File: src/hdl/stq_pkg.sv
// ----------------------------------------------------------------------------
// stq_pkg: shared types and constants for the sorted timer queue
// Request/response words, the per-cell slot record and the cell command set.
// ----------------------------------------------------------------------------
package stq_pkg;

   localparam logic [15:0] EMPTY_DUE = 16'hFFFF;
   localparam logic [15:0] TPS_RESET = 16'd32768;

   localparam logic [1:0] REQ_ADD    = 2'd0;
   localparam logic [1:0] REQ_REMOVE = 2'd1;
   localparam logic [1:0] REQ_SECOND = 2'd2;
   localparam logic [1:0] REQ_RUN    = 2'd3;

   typedef struct packed {
      logic [1:0]  req_type;
      logic [3:0]  task_id;
      logic [15:0] now_time;
      logic [15:0] interval;
      logic        run_once;
   } req_word_type;

   typedef struct packed {
      logic [15:0] head_due;
      logic        ran_valid;
      logic [3:0]  ran_task;
      logic        add_refused;
   } rsp_word_type;

   typedef struct packed {
      logic        valid;
      logic [3:0]  task_id;
      logic [15:0] due;
      logic [15:0] period;
      logic        once;
   } slot_type;

   localparam slot_type SLOT_EMPTY = '{default: '0};

   typedef enum logic [2:0] {
      CMD_HOLD      = 3'd0,
      CMD_DROP_ID   = 3'd1,
      CMD_DROP_HEAD = 3'd2,
      CMD_SECOND    = 3'd3,
      CMD_INSERT    = 3'd4
   } cell_cmd_type;

   typedef struct packed {
      cell_cmd_type cmd;
      logic [3:0]   task_id;
      slot_type     entry;
      logic [15:0]  tps;
   } cell_ctl_type;

endpackage

File: src/hdl/stq_cell.sv
// ----------------------------------------------------------------------------
// stq_cell: one slot of the sorted timer chain
// Holds one task entry; shifts left on removal, right on insertion, and
// ages its due time on a second rollover.
// ----------------------------------------------------------------------------
module stq_cell (
   input  logic                  clock,
   input  logic                  reset,
   input  stq_pkg::cell_ctl_type ctl,
   input  stq_pkg::slot_type     left_slot,
   input  stq_pkg::slot_type     right_slot,
   input  logic                  hit_in,
   input  logic                  le_in,
   output stq_pkg::slot_type     slot_q,
   output stq_pkg::slot_type     slot_d,
   output logic                  hit_out,
   output logic                  le_out
);

   logic              valid_ff;
   stq_pkg::slot_type data_ff;
   stq_pkg::slot_type slot_in;
   logic              match;

   assign slot_q = '{valid: valid_ff, task_id: data_ff.task_id, due: data_ff.due,
                     period: data_ff.period, once: data_ff.once};
   assign slot_d = slot_in;

   always_comb begin
      match   = slot_q.valid && (slot_q.task_id == ctl.task_id);
      hit_out = hit_in | match;
      // sorted chain: cells at or below the new due time form a prefix
      le_out  = slot_q.valid && (slot_q.due <= ctl.entry.due);
      slot_in = slot_q;
      unique case (ctl.cmd)
         stq_pkg::CMD_HOLD: begin
            slot_in = slot_q;
         end
         stq_pkg::CMD_DROP_ID: begin
            if (hit_out) begin
               slot_in = right_slot;
            end
         end
         stq_pkg::CMD_DROP_HEAD: begin
            slot_in = right_slot;
         end
         stq_pkg::CMD_SECOND: begin
            if (slot_q.valid) begin
               slot_in.due = (slot_q.due >= ctl.tps) ? slot_q.due - ctl.tps : 16'd0;
            end
         end
         stq_pkg::CMD_INSERT: begin
            if (le_out) begin
               slot_in = slot_q;
            end else if (le_in) begin
               slot_in = ctl.entry;
            end else begin
               slot_in = left_slot;
            end
         end
         default: begin
            slot_in = slot_q;
         end
      endcase
   end

   always_ff @(posedge clock) begin
      if (reset) begin
         valid_ff <= 1'b0;
      end else begin
         valid_ff <= slot_in.valid;
      end
   end

   always_ff @(posedge clock) begin
      data_ff <= slot_in;
   end

endmodule

File: src/hdl/sorted_periodic_task_timer_queue_top.sv
// ----------------------------------------------------------------------------
// sorted_periodic_task_timer_queue_top: sorted periodic task timer queue
// A row of cells keeps the tasks packed and ordered by due time, FIFO on ties.
//
//   channel  dir  handshake            word
//   req      in   req_valid/req_ready  req_data (req_word_type)
//   rsp      out  rsp_valid/rsp_ready  rsp_data (rsp_word_type)
//   csr      in   csr_valid/csr_ready  csr_data (ticks_per_second)
//
// Each word makes a drop pass (remove task, pop head or age due times), then
// an insert pass through the cell row; words follow back to back, but
// the insert pass waits while the response register is still full.
// Synchronous reset clears the cell valid bits; no clearing pass is needed.
// csr_ready is always high.
// ----------------------------------------------------------------------------
module sorted_periodic_task_timer_queue_top #(
   parameter int MAX_TASKS = 16
) (
   input  logic                  clock,
   input  logic                  reset,
   input  logic                  req_valid,
   output logic                  req_ready,
   input  stq_pkg::req_word_type req_data,
   output logic                  rsp_valid,
   input  logic                  rsp_ready,
   output stq_pkg::rsp_word_type rsp_data,
   input  logic                  csr_valid,
   output logic                  csr_ready,
   input  logic [15:0]           csr_data
);

   typedef enum logic [2:0] {
      ST_IDLE   = 3'b001,
      ST_DROP   = 3'b010,
      ST_INSERT = 3'b100
   } state_type;

   state_type             state_ff, state_in;
   stq_pkg::req_word_type req_ff;
   stq_pkg::slot_type     entry_ff, entry_in;
   logic                  ins_ff, ins_in;
   logic                  ran_valid_ff, ran_valid_in;
   logic [3:0]            ran_task_ff, ran_task_in;
   logic                  refused_ff, refused_in;
   logic                  rsp_valid_ff;
   stq_pkg::rsp_word_type rsp_ff;
   logic [15:0]           tps_ff;

   stq_pkg::cell_ctl_type ctl;
   stq_pkg::slot_type     cell_q [MAX_TASKS];
   stq_pkg::slot_type     cell_d [MAX_TASKS];
   logic [MAX_TASKS:0]    hit_chain;
   logic [MAX_TASKS:0]    le_chain;

   logic req_fire, rsp_free, load_rsp;
   logic full, hit_any;

   assign rsp_free  = !rsp_valid_ff || rsp_ready;
   assign req_ready = (state_ff == ST_IDLE) || ((state_ff == ST_INSERT) && rsp_free);
   assign req_fire  = req_valid && req_ready;
   assign load_rsp  = (state_ff == ST_INSERT) && rsp_free;
   assign csr_ready = 1'b1;
   assign rsp_valid = rsp_valid_ff;
   assign rsp_data  = rsp_ff;

   assign hit_chain[0] = 1'b0;
   assign le_chain[0]  = 1'b1;
   assign full    = cell_q[MAX_TASKS-1].valid;
   assign hit_any = hit_chain[MAX_TASKS];

   for (genvar i = 0; i < MAX_TASKS; i++) begin : g_cell
      stq_pkg::slot_type left_slot, right_slot;
      if (i == 0) begin : g_first
         assign left_slot = stq_pkg::SLOT_EMPTY;
      end else begin : g_mid_l
         assign left_slot = cell_q[i-1];
      end
      if (i == MAX_TASKS - 1) begin : g_last
         assign right_slot = stq_pkg::SLOT_EMPTY;
      end else begin : g_mid_r
         assign right_slot = cell_q[i+1];
      end
      stq_cell u_cell (
         .clock      (clock),
         .reset      (reset),
         .ctl        (ctl),
         .left_slot  (left_slot),
         .right_slot (right_slot),
         .hit_in     (hit_chain[i]),
         .le_in      (le_chain[i]),
         .slot_q     (cell_q[i]),
         .slot_d     (cell_d[i]),
         .hit_out    (hit_chain[i+1]),
         .le_out     (le_chain[i+1])
      );
   end

   // cell commands
   always_comb begin
      ctl.cmd     = stq_pkg::CMD_HOLD;
      ctl.task_id = req_ff.task_id;
      ctl.entry   = entry_ff;
      ctl.tps     = tps_ff;
      priority if (state_ff == ST_DROP) begin
         unique case (req_ff.req_type)
            stq_pkg::REQ_ADD:    ctl.cmd = stq_pkg::CMD_DROP_ID;
            stq_pkg::REQ_REMOVE: ctl.cmd = stq_pkg::CMD_DROP_ID;
            stq_pkg::REQ_SECOND: ctl.cmd = stq_pkg::CMD_SECOND;
            stq_pkg::REQ_RUN:    ctl.cmd = stq_pkg::CMD_DROP_HEAD;
            default:             ctl.cmd = stq_pkg::CMD_HOLD;
         endcase
      end else if (load_rsp && ins_ff) begin
         ctl.cmd = stq_pkg::CMD_INSERT;
      end else begin
         ctl.cmd = stq_pkg::CMD_HOLD;
      end
   end

   // drop pass: decide what the insert pass will put back
   always_comb begin
      entry_in     = entry_ff;
      ins_in       = ins_ff;
      ran_valid_in = ran_valid_ff;
      ran_task_in  = ran_task_ff;
      refused_in   = refused_ff;
      if (state_ff == ST_DROP) begin
         ins_in       = 1'b0;
         ran_valid_in = 1'b0;
         ran_task_in  = 4'd0;
         refused_in   = 1'b0;
         unique case (req_ff.req_type)
            stq_pkg::REQ_ADD: begin
               // a task already present frees its own slot
               refused_in = full && !hit_any;
               ins_in     = !(full && !hit_any);
               entry_in   = '{valid: 1'b1, task_id: req_ff.task_id,
                              due: 16'(req_ff.now_time + req_ff.interval),
                              period: req_ff.interval, once: req_ff.run_once};
            end
            stq_pkg::REQ_RUN: begin
               if (cell_q[0].valid) begin
                  ran_valid_in = 1'b1;
                  ran_task_in  = cell_q[0].task_id;
                  ins_in       = !cell_q[0].once;
                  entry_in     = '{valid: 1'b1, task_id: cell_q[0].task_id,
                                   due: 16'(cell_q[0].due + cell_q[0].period),
                                   period: cell_q[0].period, once: cell_q[0].once};
               end
            end
            default: begin
               ins_in = 1'b0;
            end
         endcase
      end
   end

   always_comb begin
      state_in = state_ff;
      unique case (state_ff)
         ST_IDLE:   if (req_fire) state_in = ST_DROP;
         ST_DROP:   state_in = ST_INSERT;
         ST_INSERT: begin
            if (rsp_free) begin
               state_in = req_fire ? ST_DROP : ST_IDLE;
            end
         end
         default:   state_in = ST_IDLE;
      endcase
   end

   always_ff @(posedge clock) begin
      if (reset) begin
         state_ff     <= ST_IDLE;
         rsp_valid_ff <= 1'b0;
         tps_ff       <= stq_pkg::TPS_RESET;
         ins_ff       <= 1'b0;
      end else begin
         state_ff <= state_in;
         ins_ff   <= ins_in;
         if (load_rsp) begin
            rsp_valid_ff <= 1'b1;
         end else if (rsp_ready) begin
            rsp_valid_ff <= 1'b0;
         end
         if (csr_valid && csr_ready) begin
            tps_ff <= csr_data;
         end
      end
   end

   always_ff @(posedge clock) begin
      entry_ff     <= entry_in;
      ran_valid_ff <= ran_valid_in;
      ran_task_ff  <= ran_task_in;
      refused_ff   <= refused_in;
      if (req_fire) begin
         req_ff <= req_data;
      end
      if (load_rsp) begin
         rsp_ff.head_due    <= cell_d[0].valid ? cell_d[0].due : stq_pkg::EMPTY_DUE;
         rsp_ff.ran_valid   <= ran_valid_ff;
         rsp_ff.ran_task    <= ran_task_ff;
         rsp_ff.add_refused <= refused_ff;
      end
   end

endmodule

File: config.mk
export PLATFORM = sky130hd
export DESIGN_NAME = sorted_periodic_task_timer_queue_top
export DESIGN_NICKNAME = d
export VERILOG_FILES = /design/src/hdl/stq_pkg.sv /design/src/hdl/stq_cell.sv /design/src/hdl/sorted_periodic_task_timer_queue_top.sv
export SDC_FILE = /design/constraint.sdc
export NUM_CORES = 2
export LEC_CHECK = 0
export BUFFER_PORTS_ARGS = -buffer_cell sky130_fd_sc_hd__buf_2
export CAP_MARGIN = 25
export CORE_UTILIZATION = 50
export CTS_CLUSTER_DIAMETER = 40
export DETAILED_ROUTE_END_ITERATION = 12
export PLACE_DENSITY = 0.71
export SETUP_SLACK_MARGIN = 0.1
export SLEW_MARGIN = 20
export SYNTH_ARGS = -nofsm -noshare
export SYNTH_HDL_FRONTEND = slang
export SYNTH_SLANG_ARGS = --single-unit
File: constraint.sdc
create_clock -name clock -period 10.37 [get_ports clock]
set_input_delay 0.5185 -clock clock [delete_from_list [all_inputs] [get_ports clock]]
set_output_delay 0.5185 -clock clock [all_outputs]
set_load 0.1 [all_outputs]
==> out/qor.txt <==
status: complete, no violations
DR iter-0 viols: 5923
cell taking the most area after synthesis: edfxtp_1
pin count of the biggest net entering global routing: 246
Area after DPL: 0.05817 mm^2
fmax: 214.9 MHz
DRC: 0
cell area after synthesis: 0.05611 mm^2
TNS Setup: 0 ps
clk sinks: 733
Post-Synthesis Cells: 5663
power density cells: 140.9 mW/mm^2
GR Util met2: 50.84%
CTS root buf: clkbuf_16
DR pass1 iterations: 6
Seq pwr share: 37.5%
Tmin final: 4653 ps
CP Class: register to register
initial core utilization: 50.56%
Area Growth Syn to Fin: 13.26%
Worst Path Required: 10810 ps
Reg clk slew, reported paths: 60 ps
# port buffers: 83
vias post-DR: 49030
vias in the first global route: 46830
main area contributors after synthesis: edfxtp_1 (36%), ha_1 (12%), mux2i_1 (9.2%), o21ai_0 (4.8%), nand2_1 (3.9%)
Via density: 6.666
Post-synth EDFFs: 680
skew final: 43.32 ps
Fill cells: 9471
GR peak layer: met2
critical-path cell list: buf_4 > ha_1 > inv_1 > fa_1 > a21o_1 > a21o_1 > a21boi_0 > o31ai_1 > o21ai_1 > nand2_1 > a22oi_1 > o21ai_0
Worst Setup End Kind: register
Util after Layout: 57.26%
Final period util: 44.87%
worst skew pair latency: 780 ps
Yosys reg bits: 733
top-area cell type share of the netlist area: 36.39%
sequential area share after synthesis: 38.28%
peak supply drop: 151.2 uV
fin. max-slew vios: 0
final total power: 8953 uW
ys async rst share: 0%
Synth warnings: 0
met1 Use GR: 45.96%
CTS tree: done
core area: 0.1110 mm^2
Clock Path Buffers: 3
num rows: 122
cell with the most instances after synthesis: edfxtp_1
Most used DFF post-synth: edfxtp_1
Die Ht: 337.0 um
Combinational Power Share: 12.0%
Die Wd: 337.0 um
grt ovf: 0
synthesized area per cell: 9.908 um^2
overall routing resource usage: 34.31%
syn nets: 6287
Critical Path AT: 5090 ps
worst-path fanout max: 17
Worst path slowest cell: a21boi_0
CTS buffer count: 135
clock power share: 50.5%
relative slew slack: 22.33%
Crit path largest cell delay: 720 ps
ratio of cells with drive above 1 in the final layout: 9.564%
gpl congestion: 0.9942
family with the most delay on the worst path: compound AO/OA/AOI/OAI gates
drt total wl: 199.0 mm
Max Cap Viol: 0
Antenna Nets Post-Route: 0
internal power: 6486 uW
initial antenna violation count: 4
switching share of total power: 27.56%
first-pass GRT wire length: 292.5 mm
Pleak: 0.02531 uW
HP Class: primary input to register
Psw: 2467 uW
postcts setup bufs: 0
unrepaired setup endpoints after global routing: no
Buf/Inv on CP: 2
hpwl dp: 136.6 mm
Hold Violations, Final: 0
endpoints failing setup: 0
Tightest Pin Transition: 1165 ps
crit path launch type: register
Die ar.: 0.1136 mm^2
DR WL/cell: 27.05 um
Design Area, Final: 0.06355 mm^2
top post-synthesis cells by count: edfxtp_1 (680), nand2_1 (588), ha_1 (546)
Yosys cell types: 106
I/O pins: 85
htree depth: 4
most used cell, CP: a21o_1
fin nets: 6379
GR Util met3: 9.542%
-- flip-flops by register name, summed over array words and instances, names as in the netlist --
signal	flops
req_ff	35
rsp_data	22
g_cell.u_cell.valid_ff	16
ran_task_ff	4
ran_valid_ff	1
refused_ff	1
g_cell.u_cell.slot_q	592
state_ff	3
rsp_valid	1
ins_ff	1
ctl	41
tps_ff	16
-- routing by layer --
metal,wire [um],part of all wire (%)
met1,79260,40
met2,84340,42
met3,24800,12
met4,10580,5.3
met5,23,0.012
-- stage by stage --
stage          hold slack (ps)  std cells  setup WS, ps
6_report                 129.0       7356          5717
5_1_grt                  116.0       7355          5642
4_1_cts                  87.36       7345          5701
3_5_place_dp             413.6       7042          5708
3_3_place_gp             406.9       7037          5464
2_1_floorplan            400.3       5663          5025
-- layout by cell type (no fill, tap or decap), types with 18 or more instances in the layout --
cell	instances
edfxtp_1	680
nand2_1	586
ha_1	545
o21ai_0	538
mux2i_1	516
nor2_1	327
a21oi_1	292
xnor2_1	157
clkbuf_16	139
inv_1	138
xor2_1	130
a21o_1	108
buf_4	98
o221ai_1	88
nand4_1	85
buf_2	83
nand3_1	80
nor3_1	79
a22oi_1	70
a221o_1	66
o21a_1	56
dlygate4sd3_1	55
nand2b_1	54
dfxtp_1	53
nor2b_1	48
a211oi_1	42
or3_1	36
and3_1	35
o211ai_1	32
mux2_2	29
nor4_1	28
o22ai_1	28
and2_1	27
a211o_1	24
a22o_1	24
o21bai_1	24
a31oi_1	23
o31ai_1	20
clkinvlp_4	20
fa_1	18
-- area by class of cell --
| class | count | area, um^2 | share of cell area (%) |
|---|---|---|---|
| Multi-Input combinational cell | 4487 | 33050 | 52.01 |
| Sequential cell | 733 | 21480 | 33.80 |
| Clock buffer | 147 | 3508 | 5.521 |
| Timing Repair Buffer | 252 | 1977 | 3.111 |
| Tap cell | 1488 | 1862 | 2.930 |
| Clock inverter | 101 | 1117 | 1.758 |
| Inverter | 146 | 548.0 | 0.8624 |
| Antenna cell | 2 | 5.005 | 0.007876 |
-- kinds of logic (layout without fill, tap and decap cells) --
family	count (synthesis)	count (layout)	share of synthesized area [%]
simple gates	1461	1461	12.08
other cells	1	3	0.006684
flops	733	733	38.28
compound gates	1628	1628	19.20
xor+xnor	287	287	4.480
fa+ha+maj	564	564	12.82
mux	546	546	9.814
buf+inv	443	646	3.318
-- power by group through the flow --
stage	clock network (uW)	registers (uW)	logic [uW]
after floorplan	0	3360	740
after global placement	0	3410	998
after detailed placement	0	3410	1010
after CTS	4540	3350	1040
after global routing	4670	3360	1160
final	4520	3360	1070
-- repair_timing --
| item | 4_1_cts | 5_1_grt |
|---|---|---|
| hold buffers | 55 | 0 |
| endpoints found under the setup margin | 0 | 0 |
| gates resized for setup | 0 | 0 |
| hold endpoints to repair | 55 | 0 |
-- path summary, 6_finish.rpt --
path                                                               to  depth (start not counted)                         start  slack (ps)
worst max-delay path            g_cell[7].u_cell.slot_q[21]$_DFFE_PP_                         12        tps_ff[0]$_SDFFE_PP0P_        5720
worst min-delay path                         state_ff[1]$_SDFFE_PP0P_                          2                     req_valid         130
worst max register to register  g_cell[7].u_cell.slot_q[21]$_DFFE_PP_                         12        tps_ff[0]$_SDFFE_PP0P_        5720
worst min register to register                  rsp_data[2]$_DFFE_PP_                          0  ran_task_ff[1]$_SDFFCE_PN0N_         420
(Power assumes the default switching activity.)
